--- src/rtl/tsrp_pkg.sv ---
package tsrp_pkg;

	// Text bytes the parser reacts to
	localparam logic [7:0] CHAR_TAB   = 8'h09;
	localparam logic [7:0] CHAR_NL    = 8'h0A;
	localparam logic [7:0] CHAR_VT    = 8'h0B;
	localparam logic [7:0] CHAR_FF    = 8'h0C;
	localparam logic [7:0] CHAR_CR    = 8'h0D;
	localparam logic [7:0] CHAR_SPACE = 8'h20;
	localparam logic [7:0] CHAR_PLUS  = 8'h2B;
	localparam logic [7:0] CHAR_MINUS = 8'h2D;
	localparam logic [7:0] CHAR_ZERO  = 8'h30;
	localparam logic [7:0] CHAR_NINE  = 8'h39;

	localparam logic [1:0] FIELDS_MAX = 2'd3;

	typedef enum logic [1:0] {
		KIND_NAME   = 2'd0,
		KIND_RECORD = 2'd1,
		KIND_EXTRA  = 2'd2
	} kind_t;

	typedef enum logic [1:0] {
		PH_SKIP   = 2'd0,
		PH_SIGN   = 2'd1,
		PH_DIGITS = 2'd2,
		PH_DONE   = 2'd3
	} phase_t;

	// Control from the line logic to the number accumulator
	typedef struct packed {
		logic step;     // a byte is consumed this cycle
		logic restart;  // block start: treat the held number as cleared
		logic drop;     // tab or newline: clear the number after this byte
	} num_ctrl_t;

	// Values derived from the number held before the current byte
	typedef struct packed {
		logic [31:0]        position;
		logic signed [63:0] length;
	} num_view_t;

endpackage

--- src/rtl/tsrp_in_if.sv ---
interface tsrp_in_if;
	import tsrp_pkg::*;

	logic       valid;
	logic       ready;
	logic [7:0] text_byte;
	logic       block_start;

	modport source (output valid, output text_byte, output block_start, input ready);
	modport sink   (input valid, input text_byte, input block_start, output ready);

endinterface

--- src/rtl/tsrp_out_if.sv ---
interface tsrp_out_if;
	import tsrp_pkg::*;

	logic               valid;
	logic               ready;
	logic [1:0]         kind;
	logic [7:0]         name_byte;
	logic [31:0]        position;
	logic               position_valid;
	logic signed [63:0] template_length;
	logic [1:0]         fields_seen;
	logic [31:0]        record_index;

	modport source (
		output valid, output kind, output name_byte, output position,
		output position_valid, output template_length, output fields_seen,
		output record_index, input ready
	);
	modport sink (
		input valid, input kind, input name_byte, input position,
		input position_valid, input template_length, input fields_seen,
		input record_index, output ready
	);

endinterface

--- src/rtl/tsrp_number.sv ---
module tsrp_number
	import tsrp_pkg::*;
(
	input  logic      clk,
	input  logic      arst_n,
	input  num_ctrl_t ctrl,
	input  logic [7:0] text_byte,
	output num_view_t view
);

	phase_t      phase_q, phase_e, phase_d;
	logic        neg_q, neg_e, neg_d;
	logic [63:0] mag_q, mag_e, mag_d;
	logic        ovf_q, ovf_e, ovf_d;

	logic        is_space, is_sign, is_digit;
	logic [67:0] prod;
	logic [31:0] low_bits;

	assign phase_e = ctrl.restart ? PH_SKIP : phase_q;
	assign neg_e   = ctrl.restart ? 1'b0    : neg_q;
	assign mag_e   = ctrl.restart ? 64'd0   : mag_q;
	assign ovf_e   = ctrl.restart ? 1'b0    : ovf_q;

	assign is_space = (text_byte == CHAR_SPACE) || (text_byte == CHAR_VT) ||
	                  (text_byte == CHAR_FF) || (text_byte == CHAR_CR);
	assign is_sign  = (text_byte == CHAR_PLUS) || (text_byte == CHAR_MINUS);
	assign is_digit = (text_byte >= CHAR_ZERO) && (text_byte <= CHAR_NINE);

	// mag*10 + digit; anything above bit 63 means the 64-bit value overflowed
	assign prod = {1'b0, mag_e, 3'b000} + {3'b000, mag_e, 1'b0} + {64'd0, text_byte[3:0]};

	always_comb begin
		phase_d = phase_e;
		neg_d   = neg_e;
		mag_d   = mag_e;
		ovf_d   = ovf_e;
		if (phase_e == PH_SKIP && is_space) begin
			phase_d = phase_e;
		end else if (phase_e == PH_SKIP && is_sign) begin
			neg_d   = (text_byte == CHAR_MINUS);
			phase_d = PH_SIGN;
		end else if (phase_e == PH_DONE) begin
			phase_d = PH_DONE;
		end else if (!is_digit) begin
			phase_d = PH_DONE;
		end else begin
			phase_d = PH_DIGITS;
			if (!ovf_e) begin
				if (prod[67:64] != 4'd0) begin
					ovf_d = 1'b1;
				end else begin
					mag_d = prod[63:0];
				end
			end
		end
		if (ctrl.drop) begin
			phase_d = PH_SKIP;
			neg_d   = 1'b0;
			mag_d   = 64'd0;
			ovf_d   = 1'b0;
		end
	end

	always_ff @(posedge clk or negedge arst_n) begin
		if (!arst_n) begin
			phase_q <= PH_SKIP;
			neg_q   <= 1'b0;
			mag_q   <= 64'd0;
			ovf_q   <= 1'b0;
		end else if (ctrl.step) begin
			phase_q <= phase_d;
			neg_q   <= neg_d;
			mag_q   <= mag_d;
			ovf_q   <= ovf_d;
		end
	end

	// Views used at a tab (position) and at a newline (length)
	assign low_bits = neg_e ? (32'd0 - mag_e[31:0]) : mag_e[31:0];

	always_comb begin
		view.position = ovf_e ? 32'hFFFF_FFFF : low_bits;
		if (neg_e) begin
			if (ovf_e || mag_e > 64'h8000_0000_0000_0000) begin
				view.length = 64'sh8000_0000_0000_0000;
			end else begin
				view.length = $signed(64'd0 - mag_e);
			end
		end else begin
			if (ovf_e || mag_e[63]) begin
				view.length = 64'sh7FFF_FFFF_FFFF_FFFF;
			end else begin
				view.length = $signed(mag_e);
			end
		end
	end

endmodule

--- src/rtl/tab_separated_record_parser.sv ---
// Streaming parser for text lines "name TAB position TAB length NEWLINE", one byte per
// beat on text. Each byte of the first segment of a line is echoed on rec as a name beat
// (kind 0); a newline produces a record beat (kind 1) carrying the 32-bit position latched
// at the second tab, the signed length parsed from the last segment and saturated to the
// 64-bit limits, the tab count and the line index within the block; every tab after the
// second produces an error beat (kind 2). Segments are read like strtoll: leading blanks
// skipped, optional sign, decimal digits up to the first other byte. block_start on a byte
// clears the line index and line state before that byte is used. Throughput is one byte
// per clock unless rec stalls: a byte is held in the input register, its result is decided
// by a single multiply-by-ten accumulate and lands in the output register that drives rec
// valid. The output register lets the next byte be taken while a result waits; a stall on
// rec holds only bytes that produce a result.
module tab_separated_record_parser
	import tsrp_pkg::*;
(
	input logic        clk,
	input logic        arst_n,
	tsrp_in_if.sink    text,
	tsrp_out_if.source rec
);

	// Input register
	logic       valid_s1;
	logic [7:0] byte_s1;
	logic       bstart_s1;

	// Line state
	logic [1:0]  fc_q, fc_e, fc_d;
	logic [31:0] hp_q, hp_e, hp_d;
	logic        hpv_q, hpv_e, hpv_d;
	logic [31:0] line_q, line_e, line_d;

	// Output register
	logic               out_valid_q;
	kind_t              kind_q;
	logic [7:0]         name_q;
	logic [31:0]        pos_q;
	logic               posv_q;
	logic signed [63:0] len_q;
	logic [1:0]         fseen_q;
	logic [31:0]        idx_q;

	logic      is_nl, is_tab, has_result, advance;
	num_ctrl_t nctrl;
	num_view_t nview;

	assign is_nl  = (byte_s1 == CHAR_NL);
	assign is_tab = (byte_s1 == CHAR_TAB);

	// Block start wipes the line before this byte is looked at
	assign fc_e   = bstart_s1 ? 2'd0  : fc_q;
	assign hp_e   = bstart_s1 ? 32'd0 : hp_q;
	assign hpv_e  = bstart_s1 ? 1'b0  : hpv_q;
	assign line_e = bstart_s1 ? 32'd0 : line_q;

	assign has_result = is_nl || (is_tab && fc_e >= 2'd2) || (!is_nl && !is_tab && fc_e == 2'd0);

	// Stage advances unless its result would collide with a stalled output beat
	assign advance    = valid_s1 && (!has_result || !out_valid_q || rec.ready);
	assign text.ready = !valid_s1 || advance;

	assign nctrl.step    = advance;
	assign nctrl.restart = bstart_s1;
	assign nctrl.drop    = is_nl || is_tab;

	tsrp_number u_number (
		.clk       (clk),
		.arst_n    (arst_n),
		.ctrl      (nctrl),
		.text_byte (byte_s1),
		.view      (nview)
	);

	always_comb begin
		fc_d   = fc_e;
		hp_d   = hp_e;
		hpv_d  = hpv_e;
		line_d = line_e;
		if (is_nl) begin
			fc_d   = 2'd0;
			hp_d   = 32'd0;
			hpv_d  = 1'b0;
			line_d = line_e + 32'd1;
		end else if (is_tab) begin
			fc_d = (fc_e == FIELDS_MAX) ? FIELDS_MAX : fc_e + 2'd1;
			if (fc_e == 2'd1) begin
				hp_d  = nview.position;
				hpv_d = 1'b1;
			end
		end
	end

	always_ff @(posedge clk or negedge arst_n) begin
		if (!arst_n) begin
			valid_s1 <= 1'b0;
		end else if (text.ready) begin
			valid_s1 <= text.valid;
		end
	end

	always_ff @(posedge clk) begin
		if (text.valid && text.ready) begin
			byte_s1   <= text.text_byte;
			bstart_s1 <= text.block_start;
		end
	end

	always_ff @(posedge clk or negedge arst_n) begin
		if (!arst_n) begin
			fc_q   <= 2'd0;
			hp_q   <= 32'd0;
			hpv_q  <= 1'b0;
			line_q <= 32'd0;
		end else if (advance) begin
			fc_q   <= fc_d;
			hp_q   <= hp_d;
			hpv_q  <= hpv_d;
			line_q <= line_d;
		end
	end

	always_ff @(posedge clk or negedge arst_n) begin
		if (!arst_n) begin
			out_valid_q <= 1'b0;
		end else if (advance && has_result) begin
			out_valid_q <= 1'b1;
		end else if (rec.ready) begin
			out_valid_q <= 1'b0;
		end
	end

	// Result payload; fields not meaningful for a kind are zero
	always_ff @(posedge clk) begin
		if (advance && has_result) begin
			idx_q <= line_e;
			if (is_nl) begin
				kind_q  <= KIND_RECORD;
				name_q  <= 8'd0;
				pos_q   <= hpv_e ? hp_e : 32'd0;
				posv_q  <= hpv_e;
				len_q   <= nview.length;
				fseen_q <= fc_e;
			end else if (is_tab) begin
				kind_q  <= KIND_EXTRA;
				name_q  <= 8'd0;
				pos_q   <= 32'd0;
				posv_q  <= 1'b0;
				len_q   <= 64'sd0;
				fseen_q <= fc_d;
			end else begin
				kind_q  <= KIND_NAME;
				name_q  <= byte_s1;
				pos_q   <= 32'd0;
				posv_q  <= 1'b0;
				len_q   <= 64'sd0;
				fseen_q <= 2'd0;
			end
		end
	end

	assign rec.valid           = out_valid_q;
	assign rec.kind            = kind_q;
	assign rec.name_byte       = name_q;
	assign rec.position        = pos_q;
	assign rec.position_valid  = posv_q;
	assign rec.template_length = len_q;
	assign rec.fields_seen     = fseen_q;
	assign rec.record_index    = idx_q;

	// Name beats only come from the first segment
	a_name_first_seg: assert property (@(posedge clk) disable iff (!arst_n)
		rec.valid && rec.kind == KIND_NAME |-> rec.fields_seen == 2'd0 && !rec.position_valid)
		else $error("name beat with tabs counted");

	// An extra-field beat always follows at least three tabs
	a_extra_three: assert property (@(posedge clk) disable iff (!arst_n)
		rec.valid && rec.kind == KIND_EXTRA |-> rec.fields_seen == FIELDS_MAX)
		else $error("extra-field beat with short tab count");

	// A record without a latched position reports zero position
	a_pos_zero: assert property (@(posedge clk) disable iff (!arst_n)
		rec.valid && rec.kind == KIND_RECORD && !rec.position_valid |-> rec.position == 32'd0)
		else $error("position without valid flag");

	// Line index steps by one on every newline
	a_line_step: assert property (@(posedge clk) disable iff (!arst_n)
		advance && is_nl |=> line_q == $past(line_e) + 32'd1)
		else $error("line index did not advance");

	// An empty input stage never refuses a byte
	a_ready_empty: assert property (@(posedge clk) disable iff (!arst_n)
		!valid_s1 |-> text.ready)
		else $error("input stalled while empty");

endmodule
--- src/flat_wrapper.sv ---
// flat-port wrapper written by rule: the top's interface ports become plain ports
module tab_separated_record_parser_flat import tsrp_pkg::*;
  (clk, arst_n, text_valid, text_text_byte, text_block_start, text_ready, rec_valid, rec_kind, rec_name_byte, rec_position, rec_position_valid, rec_template_length, rec_fields_seen, rec_record_index, rec_ready);
  tsrp_in_if text_i ();
  tsrp_out_if rec_i ();
  input logic clk;
  input logic arst_n;
  input wire logic [$bits(text_i.valid)-1:0] text_valid;
  input wire logic [$bits(text_i.text_byte)-1:0] text_text_byte;
  input wire logic [$bits(text_i.block_start)-1:0] text_block_start;
  output wire logic [$bits(text_i.ready)-1:0] text_ready;
  output wire logic [$bits(rec_i.valid)-1:0] rec_valid;
  output wire logic [$bits(rec_i.kind)-1:0] rec_kind;
  output wire logic [$bits(rec_i.name_byte)-1:0] rec_name_byte;
  output wire logic [$bits(rec_i.position)-1:0] rec_position;
  output wire logic [$bits(rec_i.position_valid)-1:0] rec_position_valid;
  output wire logic [$bits(rec_i.template_length)-1:0] rec_template_length;
  output wire logic [$bits(rec_i.fields_seen)-1:0] rec_fields_seen;
  output wire logic [$bits(rec_i.record_index)-1:0] rec_record_index;
  input wire logic [$bits(rec_i.ready)-1:0] rec_ready;
  assign text_i.valid = text_valid;
  assign text_i.text_byte = text_text_byte;
  assign text_i.block_start = text_block_start;
  assign text_ready = text_i.ready;
  assign rec_valid = rec_i.valid;
  assign rec_kind = rec_i.kind;
  assign rec_name_byte = rec_i.name_byte;
  assign rec_position = rec_i.position;
  assign rec_position_valid = rec_i.position_valid;
  assign rec_template_length = rec_i.template_length;
  assign rec_fields_seen = rec_i.fields_seen;
  assign rec_record_index = rec_i.record_index;
  assign rec_i.ready = rec_ready;
  tab_separated_record_parser u_core (.clk(clk), .arst_n(arst_n), .text(text_i), .rec(rec_i));
endmodule
--- config.mk ---
export PLATFORM = sky130hd
export DESIGN_NAME = tab_separated_record_parser_flat
export DESIGN_NICKNAME = d
export VERILOG_FILES = /design/src/rtl/tsrp_pkg.sv /design/src/rtl/tsrp_in_if.sv /design/src/rtl/tsrp_out_if.sv /design/src/rtl/tsrp_number.sv /design/src/rtl/tab_separated_record_parser.sv /design/src/flat_wrapper.sv
export SDC_FILE = /design/constraint.sdc
export NUM_CORES = 1
export LEC_CHECK = 0
export ABC_AREA = 1
export BUFFER_PORTS_ARGS = -buffer_cell sky130_fd_sc_hd__buf_2
export CELL_PAD_IN_SITES_DETAIL_PLACEMENT = 1
export CELL_PAD_IN_SITES_GLOBAL_PLACEMENT = 1
export CORE_MARGIN = 1.5
export CORE_UTILIZATION = 48
export CTS_CLUSTER_SIZE = 16
export DETAILED_ROUTE_END_ITERATION = 12
export PLACE_DENSITY_LB_ADDON = 0.1
export SYNTH_ARGS = -nofsm -noshare
export SYNTH_HDL_FRONTEND = slang
export SYNTH_SLANG_ARGS = --single-unit
--- constraint.sdc ---
create_clock -name clk -period 8.75 [get_ports clk]
set_clock_uncertainty 0.1 [all_clocks]
set_input_delay 0.875 -clock clk [delete_from_list [all_inputs] [get_ports clk]]
set_output_delay 0.875 -clock clk [all_outputs]
set_load 0.02 [all_outputs]
==> impl_metrics.tcl <==
set metrics [dict create \
    end_kind "flip-flop" \
    finalMaxSlewViolations 0 \
    yosys.area.top_type_share 0.200 \
    worstSkewPairLatency_ps 600 \
    required_ps 9110 \
    min_period_ps 6400 \
    routed_via_density 5.92 \
    area_growth_pct 10.5 \
    io_buffers 155 \
    gp_congestion 1.02 \
    start_kind "flip-flop" \
    ctsHoldBuffers 0 \
    vias 24100 \
    first_pass_iters 6 \
    cts_buffers 29 \
    hold_viol 0 \
    cts_resized 0 \
    grt_setup_unrepaired "no" \
    synth_area_leaders "edfxtp_1 20%, nand2_1 17%, dfrtp_1 15%" \
    power.total_mw 5.26 \
    path_class "flip-flop to flip-flop" \
    netlist_top_cells_count "1017 x nand2_1, 432 x inv_1, 416 x nor2_1, 235 x a21oi_1, 167 x o21ai_0" \
    synth_async_sr_flop_share 0.477 \
    synth_edf_count 150 \
    critical_path_arrival_ps 6760 \
    finalSetupViolations 0 \
    syn-num-nets 3486 \
    irDropWorstVdd_mv 0.229 \
    ys.flop_type "edfxtp_1" \
    syn_area_um2 22500 \
    setup_tns_ps 0 \
    cts_setup_buffers 0 \
    synthCells 3344 \
    ys_seq_area_frac 0.352 \
    io-pin-count 156 \
    grt_pass1_vias 24200 \
    synth_cell_types 54 \
    grt_max_degree 81 \
    ant_nets 0 \
    grt_overflow 0 \
    finalCritPeriodShare 0.732 \
    tightest_slew_ps 1300 \
    hpwl_um 69800 \
    cts_buffer_depth 3 \
    antenna_found_initial 0 \
    cts_tree "yes" \
    synth-seq-cells 287 \
    core_um2 46500 \
    die_height_um 220 \
    slowest_delay_ps 740 \
    cpMostUsedCell "nand2_1" \
    initial_core_util 0.485 \
    track_usage 0.387 \
    nets 3578 \
    yosysMostFrequentCell "nand2_1" \
    fillers 6169 \
    avgSynthCellArea_um2 6.74 \
    dieArea_um2 48300 \
    powerDensity_nw_per_um2 211 \
    fmax_mhz 156 \
    drv_cap 0 \
    drive_gt1_frac 0.0864 \
    clockRootBuffer "clkbuf_16" \
    cts_max_level 1 \
    p_leak_nw 12.5 \
    relSlewSlack 0.133 \
    ys_warn_count 0 \
    num_rows 79 \
    status "finished clean" \
    synth.largest_area_cell "edfxtp_1" \
    crit_fanout 38 \
    first_iter_violations 2483 \
    grt_pass1_wl_um 144000 \
    hold_class "input port to asynchronous set/reset pin" \
    antenna_cells 0 \
    critPathSlowestCell "nor2_1" \
    path_clk_slew_ps 70 \
    avgRoutedWirePerCell_um 23.2 \
    drc_errors 0 \
    die_w_um 220 \
    clock_sinks 287 \
    wl_um 94400 \
]
## worst max-delay path: cells and delay by family, from the launching register on
kind | cells | cell delay, ps
DFF | 1 | 440
and+or+nand+nor | 19 | 3450
buffers and inverters | 5 | 1310
adders and majority gates | 3 | 890
## final timing paths
check | startpoint | endpoint | slack, ps | cells after the start
worst min register to register | u_core.u_number.mag_q[38]$_DFFE_PN0P_ | u_core.u_number.mag_q[38]$_DFFE_PN0P_ | 390 | 2
max in group asynchronous | arst_n | u_core.hp_q[16]$_DFFE_PN0P_ | 6910 | 2
worst min-delay path | arst_n | u_core.u_number.mag_q[13]$_DFFE_PN0P_ | 240 | 1
min in group clk | text_text_byte[6] | u_core.byte_s1[6]$_DFFE_PP_ | 370 | 1
worst max register to register | u_core.bstart_s1$_DFFE_PP_ | u_core.u_number.mag_q[2]$_DFFE_PN0P_ | 2350 | 27
worst max-delay path | u_core.bstart_s1$_DFFE_PP_ | u_core.u_number.mag_q[2]$_DFFE_PN0P_ | 2350 | 27
## through the flow
stage	instance area, um^2	cells	hold WS [ps]	setup WS [ps]	utilization
3_5_place_dp	23800	4012	365	2550	0.513
3_3_place_gp	23800	4012	361	2710	0.513
4_1_cts	24900	4066	293	2450	0.536
6_report	24900	4066	239	2350	0.536
2_1_floorplan	22500	3344	349	3610	-
5_1_grt	24900	4066	299	1900	0.536
## cell families after synthesis
logic type | count (synthesis) | synth area share
AOI/OAI and AO/OA | 481 | 0.115
xor gates and xnor gates | 94 | 0.0365
buffers and inverters | 577 | 0.0981
adders and majority gates | 129 | 0.0719
DFF | 287 | 0.352
and+or+nand+nor | 1776 | 0.327
## report_power, final
part / switching (mW) / internal, mW / total [mW] / leakage (nW)
Clock: 0.594 / 0.850 / 1.44 / 0.519
Combinational: 1.56 / 0.519 / 2.08 / 8.63
Sequential: 0.0920 / 1.64 / 1.74 / 3.39
## sequential cells by signal (all words and copies together), names as in the netlist, 2 cells and up
name	cells
u_core.rec.template_length	64
u_core.u_number.mag_q	64
u_core.hp_q	32
u_core.line_q	32
u_core.rec.position	32
u_core.rec.record_index	32
u_core.byte_s1	8
u_core.rec.name_byte	8
u_core.fc_q	2
u_core.rec.fields_seen	2
u_core.rec.kind	2
u_core.u_number.phase_q	2
## final cells by class
type | instances | area (um^2) | area share
Timing Repair Buffer | 186 | 1010 | 0.0407
Clock inverter | 21 | 328 | 0.0132
Sequential cell | 287 | 7930 | 0.318
Clock buffer | 33 | 741 | 0.0297
Tap cell | 607 | 759 | 0.0305
Multi-Input combinational cell | 2480 | 12400 | 0.499
Inverter | 452 | 1700 | 0.0683
## routing by layer
metal  track usage  routed length (um)  up-vias
met5             0                   0        -
met4         0.119                3040        0
met3        0.0538                7070      196
met2         0.635               43800     1078
met1         0.526               40500    11800
li1              -                   -    11000
## placed cells by master, fill, tap and decap left out, types with 21 or more instances in the layout
| cell | count |
|---|---|
| o22ai_1 | 21 |
| buf_4 | 31 |
| inv_1 | 429 |
| a21oi_1 | 235 |
| edfxtp_1 | 150 |
| nand3_1 | 158 |
| nor2_1 | 412 |
| nand4_1 | 74 |
| nand2_1 | 1015 |
| clkbuf_16 | 29 |
| xor2_1 | 55 |
| dfrtp_1 | 137 |
| ha_1 | 128 |
| buf_2 | 154 |
| o21ai_0 | 167 |
| nor3_1 | 42 |
| xnor2_1 | 39 |
(Power assumes the default switching activity.)
